## config.mk

```make
export PLATFORM = sky130hd
export DESIGN_NAME = pcpfl_ctrl
export DESIGN_NICKNAME = d
export VERILOG_FILES = /design/src/rtl/core/pcpfl_pkg.sv /design/src/rtl/core/pcpfl_ctrl.sv
export SDC_FILE = /design/constraint.sdc
export NUM_CORES = 1
export LEC_CHECK = 0
export ABC_AREA = 1
export BUFFER_PORTS_ARGS = -buffer_cell sky130_fd_sc_hd__buf_4
export CAP_MARGIN = 20
export CORE_AREA = 4 4 41 43
export DETAILED_ROUTE_END_ITERATION = 16
export DIE_AREA = 0 0 45 47
export GPL_TIMING_DRIVEN = 1
export PLACE_DENSITY = 0.6
export SYNTH_ARGS = -nofsm -noshare
export SYNTH_HDL_FRONTEND = slang
export SYNTH_SLANG_ARGS = --single-unit
```

## constraint.sdc

```tcl
create_clock -name i_clk -period 3.25 [get_ports i_clk]
set_clock_uncertainty 0.15 [all_clocks]
set_input_delay 0.325 -clock i_clk [delete_from_list [all_inputs] [get_ports i_clk]]
set_output_delay 0.325 -clock i_clk [all_outputs]
set_load 0.1 [all_outputs]
```

## src/rtl/core/pcpfl_pkg.sv

```systemverilog
`timescale 1ns / 1ps

package pcpfl_pkg;

    localparam int NPAGES     = 32768;
    localparam int CPUS       = 8;
    localparam int PAGE_SHIFT = 12;
    localparam int VA_W       = 40;
    localparam int FIRST_W    = 28;
    localparam int LIMIT_W    = 29;
    localparam int CFG_W      = 29;
    localparam int SLOT_W     = $clog2(NPAGES + 1);
    localparam int LINK_AW    = $clog2(NPAGES);
    localparam int CPU_W      = (CPUS > 1) ? $clog2(CPUS) : 1;

    localparam logic [SLOT_W-1:0]  NULL_SLOT        = SLOT_W'(NPAGES);
    localparam logic [FIRST_W-1:0] FIRST_PAGE_RESET = FIRST_W'(525312);
    localparam logic [LIMIT_W-1:0] PAGE_LIMIT_RESET = LIMIT_W'(557056);

    typedef enum logic [1:0] {
        CMD_ALLOC  = 2'd0,
        CMD_FREE   = 2'd1,
        CMD_INIT   = 2'd2,
        CMD_UNUSED = 2'd3
    } t_cmd;

    typedef enum logic [1:0] {
        ST_OK     = 2'd0,
        ST_EMPTY  = 2'd1,
        ST_BADADR = 2'd2,
        ST_RSVD   = 2'd3
    } t_status;

    typedef enum logic {
        REG_FIRST_PAGE = 1'b0,
        REG_PAGE_LIMIT = 1'b1
    } t_reg_idx;

    typedef enum logic [2:0] {
        S_IDLE,
        S_SCAN,
        S_POP,
        S_FREE_CHK,
        S_FREE_PUSH,
        S_INIT,
        S_DONE
    } t_state;

    typedef struct packed {
        logic load;
        logic init_start;
        logic scan_step;
        logic scan_read;
        logic pop;
        logic set_empty;
        logic free_chk;
        logic free_push;
        logic set_bad;
        logic init_adv;
        logic init_write;
        logic out_load;
    } t_dp_cmd;

    typedef struct packed {
        logic head_null;
        logic scan_last;
        logic free_ok;
        logic init_done;
        logic part_end;
    } t_dp_stat;

    function automatic logic [CPU_W-1:0] hart_wrap(input logic [2:0] h);
        logic [3:0] v;
        v = {1'b0, h};
        for (int i = 0; i < 8; i++) begin
            if (v >= 4'(CPUS)) begin
                v = v - 4'(CPUS);
            end
        end
        return CPU_W'(v);
    endfunction

endpackage

```

## src/rtl/core/pcpfl_ctrl.sv

```systemverilog
`timescale 1ns / 1ps

module pcpfl_ctrl
    import pcpfl_pkg::*;
(
    input  logic     i_clk,
    input  logic     i_rst_n,
    input  logic     i_in_valid,
    output logic     o_in_stall,
    input  logic [1:0] i_cmd,
    output logic     o_out_valid,
    input  logic     i_out_stall,
    input  t_dp_stat i_stat,
    output t_dp_cmd  o_cmd
);

    t_state r_state, n_state;
    logic   r_out_valid, n_out_valid;
    logic   w_accept;
    logic   w_out_free;

    assign o_in_stall  = (r_state != S_IDLE);
    assign w_accept    = i_in_valid && (r_state == S_IDLE);
    assign w_out_free  = !r_out_valid || !i_out_stall;
    assign o_out_valid = r_out_valid;

    always_comb begin
        n_state = r_state;
        case (r_state)
            S_IDLE: begin
                if (w_accept) begin
                    case (t_cmd'(i_cmd))
                        CMD_ALLOC: n_state = S_SCAN;
                        CMD_FREE:  n_state = S_FREE_CHK;
                        CMD_INIT:  n_state = S_INIT;
                        default:   n_state = S_DONE;
                    endcase
                end
            end
            S_SCAN: begin
                if (!i_stat.head_null) begin
                    n_state = S_POP;
                end else if (i_stat.scan_last) begin
                    n_state = S_DONE;
                end
            end
            S_POP:       n_state = S_DONE;
            S_FREE_CHK:  n_state = S_FREE_PUSH;
            S_FREE_PUSH: n_state = S_DONE;
            S_INIT: begin
                if (i_stat.init_done) begin
                    n_state = S_DONE;
                end
            end
            S_DONE: begin
                if (w_out_free) begin
                    n_state = S_IDLE;
                end
            end
            default: n_state = S_IDLE;
        endcase
    end

    always_comb begin
        o_cmd = '0;
        case (r_state)
            S_IDLE: begin
                o_cmd.load       = w_accept;
                o_cmd.init_start = w_accept && (t_cmd'(i_cmd) == CMD_INIT);
            end
            S_SCAN: begin
                o_cmd.scan_read = !i_stat.head_null;
                o_cmd.set_empty = i_stat.head_null && i_stat.scan_last;
                o_cmd.scan_step = i_stat.head_null && !i_stat.scan_last;
            end
            S_POP:      o_cmd.pop = 1'b1;
            S_FREE_CHK: o_cmd.free_chk = 1'b1;
            S_FREE_PUSH: begin
                o_cmd.free_push = i_stat.free_ok;
                o_cmd.set_bad   = !i_stat.free_ok;
            end
            S_INIT: begin
                o_cmd.init_adv   = !i_stat.init_done && i_stat.part_end;
                o_cmd.init_write = !i_stat.init_done && !i_stat.part_end;
            end
            S_DONE:  o_cmd.out_load = w_out_free;
            default: o_cmd = '0;
        endcase
    end

    always_comb begin
        n_out_valid = r_out_valid;
        if (o_cmd.out_load) begin
            n_out_valid = 1'b1;
        end else if (r_out_valid && !i_out_stall) begin
            n_out_valid = 1'b0;
        end
    end

    always_ff @(posedge i_clk) begin
        if (!i_rst_n) begin
            r_state     <= S_IDLE;
            r_out_valid <= 1'b0;
        end else begin
            r_state     <= n_state;
            r_out_valid <= n_out_valid;
        end
    end

endmodule

```

==> reports/summary.json <==
{
  "run_status": "finished clean",
  "vias_post_dr": 453,
  "first_global_vias": 409,
  "synth_top_area_cell": "sky130_fd_sc_hd__dfxtp_1",
  "timing.critical_path.arrival_ns": 1.36,
  "yosys_register_bits": 4,
  "cp.buffers_inverters": 1,
  "bufs_on_longest_clock_path": 2,
  "layout-area-overhead-vs-synth_pct": 55.9,
  "met3_wirelength_um": 43,
  "layout.filler_cells": 147,
  "detail_route.first_pass.iterations": 4,
  "critPathKind": "flip-flop to output pin",
  "synth_largest_type_area_fraction_pct": 20.9,
  "largest_net_degree_at_the_start_of_global_routing": 9,
  "dr_wl_met2_um": 510,
  "final_antenna_net_count": 0,
  "worstPathCellList": "nor2_2 -> nand3_1 -> nor3_1 -> buf_4",
  "ff_latch_area_um2": 80.1,
  "die_width_um": 45,
  "synth_most_common_cell": "sky130_fd_sc_hd__nor2_1",
  "buffer_ports.inserted": 24,
  "max-cap-violations": 0,
  "rsz0062_at_grt": "false",
  "met1_routed_length_um": 416,
  "uppermost_layer_routed": "met3",
  "ys_async_sr_fraction_pct": 0,
  "clock-sinks": 4,
  "number_of_antenna_violations_at_the_first_check_in_global_routing": 0,
  "final.setup.tns_ns": 0,
  "grt_util_all_layers_pct": 9.95,
  "cp.required_ns": 2.77,
  "final-hold-violation-count": 0,
  "synth.cells.most_frequent": "13 x sky130_fd_sc_hd__nor2_1, 9 x sky130_fd_sc_hd__nand2_1, 8 x sky130_fd_sc_hd__inv_1",
  "floorplan.initialDensity_pct": 29.4,
  "final_min_period_over_clock_period_pct": 56.3,
  "grt_overflow_total": 0,
  "max_slew.worst_pin.slew_ns": 0.273,
  "dp_hpwl_um": 848,
  "setup.worst_path.start_class": "flip-flop",
  "rows": 13,
  "die_area_um2": 2120,
  "drt-wirelength-per-cell_um": 9.33,
  "clkTransAtPathRegs_ns": 0.04,
  "cts_root_buf": "sky130_fd_sc_hd__clkbuf_4",
  "yosysWarningCount": 0,
  "netlist_instances": 63,
  "dr.first_iter.drc_count": 6,
  "count_of_hold_buffers_inserted_by_post_cts_repair": 0,
  "multi_input_comb_area_um2": 248,
  "cts_inserted_buffers": 3,
  "cp_max_fo": 5,
  "end_kind": "output pin",
  "cpLargestDelayFamily": "simple AND/OR/NAND/NOR gates",
  "antenna_cells": 0,
  "final_layout_size_suffix_gt1_share_pct": 48.3,
  "slew_violations": 0,
  "dominantRegCellSynth": "sky130_fd_sc_hd__dfxtp_1",
  "drt-total-wl_um": 970,
  "cts_tree": "done",
  "core_area_um2": 1300,
  "worst_path_largest_cell_delay_ns": 0.37,
  "yosysSeqAreaShare_pct": 20.9,
  "final_nets": 102,
  "vias_per_cell": 4.36,
  "post_synthesis_net_count": 74,
  "floorplan.die.height_um": 47,
  "maxSlewHeadroom_pct": 81.8,
  "cts_repair_resize_count": 0,
  "grt_pass1_wl_mm": 1.55,
  "synth_enable_flop_cells": 0,
  "min_tclk_post_route_ns": 1.83,
  "synth_cell_type_count": 18,
  "boundaryPins": 25,
  "setup_viol": 0,
  "clock_network_latency_to_the_later_pin_of_the_worst_skew_pair_ns": 0.23,
  "netlist_top_cells_area": "sky130_fd_sc_hd__dfxtp_1 21%, sky130_fd_sc_hd__nor2_1 13%, sky130_fd_sc_hd__nand2_1 8.8%, sky130_fd_sc_hd__nor2_4 8.8%, sky130_fd_sc_hd__inv_1 7.8%",
  "cpMaxStageDelayCell": "sky130_fd_sc_hd__dfxtp_1",
  "syn_area_um2": 383,
  "postCtsSetupRepairBufs": 0,
  "fmax_mhz": 546,
  "gp_congestion": 0.762,
  "min-delay-path-class": "input port to flip-flop",
  "avgSynthCellArea_um2": 6.08,
  "cts-htree-levels": 1,
  "drc": 0
}
[cells in the final DEF (no fill, tap or decap)]
cell,n
sky130_fd_sc_hd__buf_4,24
sky130_fd_sc_hd__nor2_1,13
sky130_fd_sc_hd__nand2_1,9
sky130_fd_sc_hd__inv_1,8
sky130_fd_sc_hd__nand3_1,4
sky130_fd_sc_hd__a21oi_1,4
sky130_fd_sc_hd__dfxtp_1,4
sky130_fd_sc_hd__inv_2,3
sky130_fd_sc_hd__nor2_2,3
sky130_fd_sc_hd__nor2_4,3
sky130_fd_sc_hd__nand2_2,3
sky130_fd_sc_hd__clkbuf_4,3
sky130_fd_sc_hd__nand3_2,2
sky130_fd_sc_hd__nor3_2,1
sky130_fd_sc_hd__inv_4,1
sky130_fd_sc_hd__nor3_1,1
sky130_fd_sc_hd__nand4_1,1
sky130_fd_sc_hd__o21ai_1,1
sky130_fd_sc_hd__o211ai_1,1
[sequential cells by signal (all words and copies together) (netlist names)]
register     cells
r_state          3
o_out_valid      1
[final cells by class]
class	count	area share, %
multi-input combinational	46	41.5
clock buffer	3	3.77
timing repair buffer	24	30.2
tap	15	3.14
inverter	12	7.97
sequential	4	13.4
[stage by stage]
stage | area, um^2 | worst slack, ns | util, % | cells | hold WS [ns]
3_5_place_dp | 574 | 1.67 | 44.1 | 101 | 0.365
3_3_place_gp | 574 | 1.66 | 44.1 | 101 | 0.356
5_1_grt | 597 | 1.34 | 45.9 | 104 | 0.229
4_1_cts | 597 | 1.41 | 45.9 | 104 | 0.192
2_1_floorplan | 383 | 0.118 | - | 63 | 0.307
6_report | 597 | 1.42 | 45.9 | 104 | 0.191
[logic make-up (layout without fill, tap and decap cells)]
group	count (synthesis)	after routing	share of synthesized area, %
flops	4	4	20.9
compound gates	6	6	8.50
simple gates	40	40	56.2
buf+inv	13	39	14.4
[routing by layer]
layer | vias to the layer above | GRT usage [%]
li1 | 248 | -
met1 | 196 | 10.9
met2 | 9 | 17.5
met3 | 0 | 2.68
met4 | 0 | 5.26
met5 | - | 0
[path summary, 6_finish.rpt]
kind | start | endpoint | slack, ns | depth (start not counted)
hold reg to reg | o_out_valid$_SDFFE_PN0P_ | o_out_valid$_SDFFE_PN0P_ | 0.37 | 2
setup / recovery | r_state[1]$_SDFFE_PN0P_ | o_cmd[10] | 1.42 | 4
hold / removal | i_rst_n | r_state[2]$_SDFFE_PN0P_ | 0.19 | 3
setup reg to reg | r_state[2]$_SDFFE_PN0P_ | r_state[2]$_SDFFE_PN0P_ | 1.91 | 7
[worst min-delay path: stages]
cell                      delay (ns)
sky130_fd_sc_hd__buf_4          0.09
sky130_fd_sc_hd__o21ai_1        0.05
sky130_fd_sc_hd__nor2_1         0.07
Power is left out: the tool's default activity adds up to more than one toggle a clock period on the data nets, which glitch-free logic cannot reach.
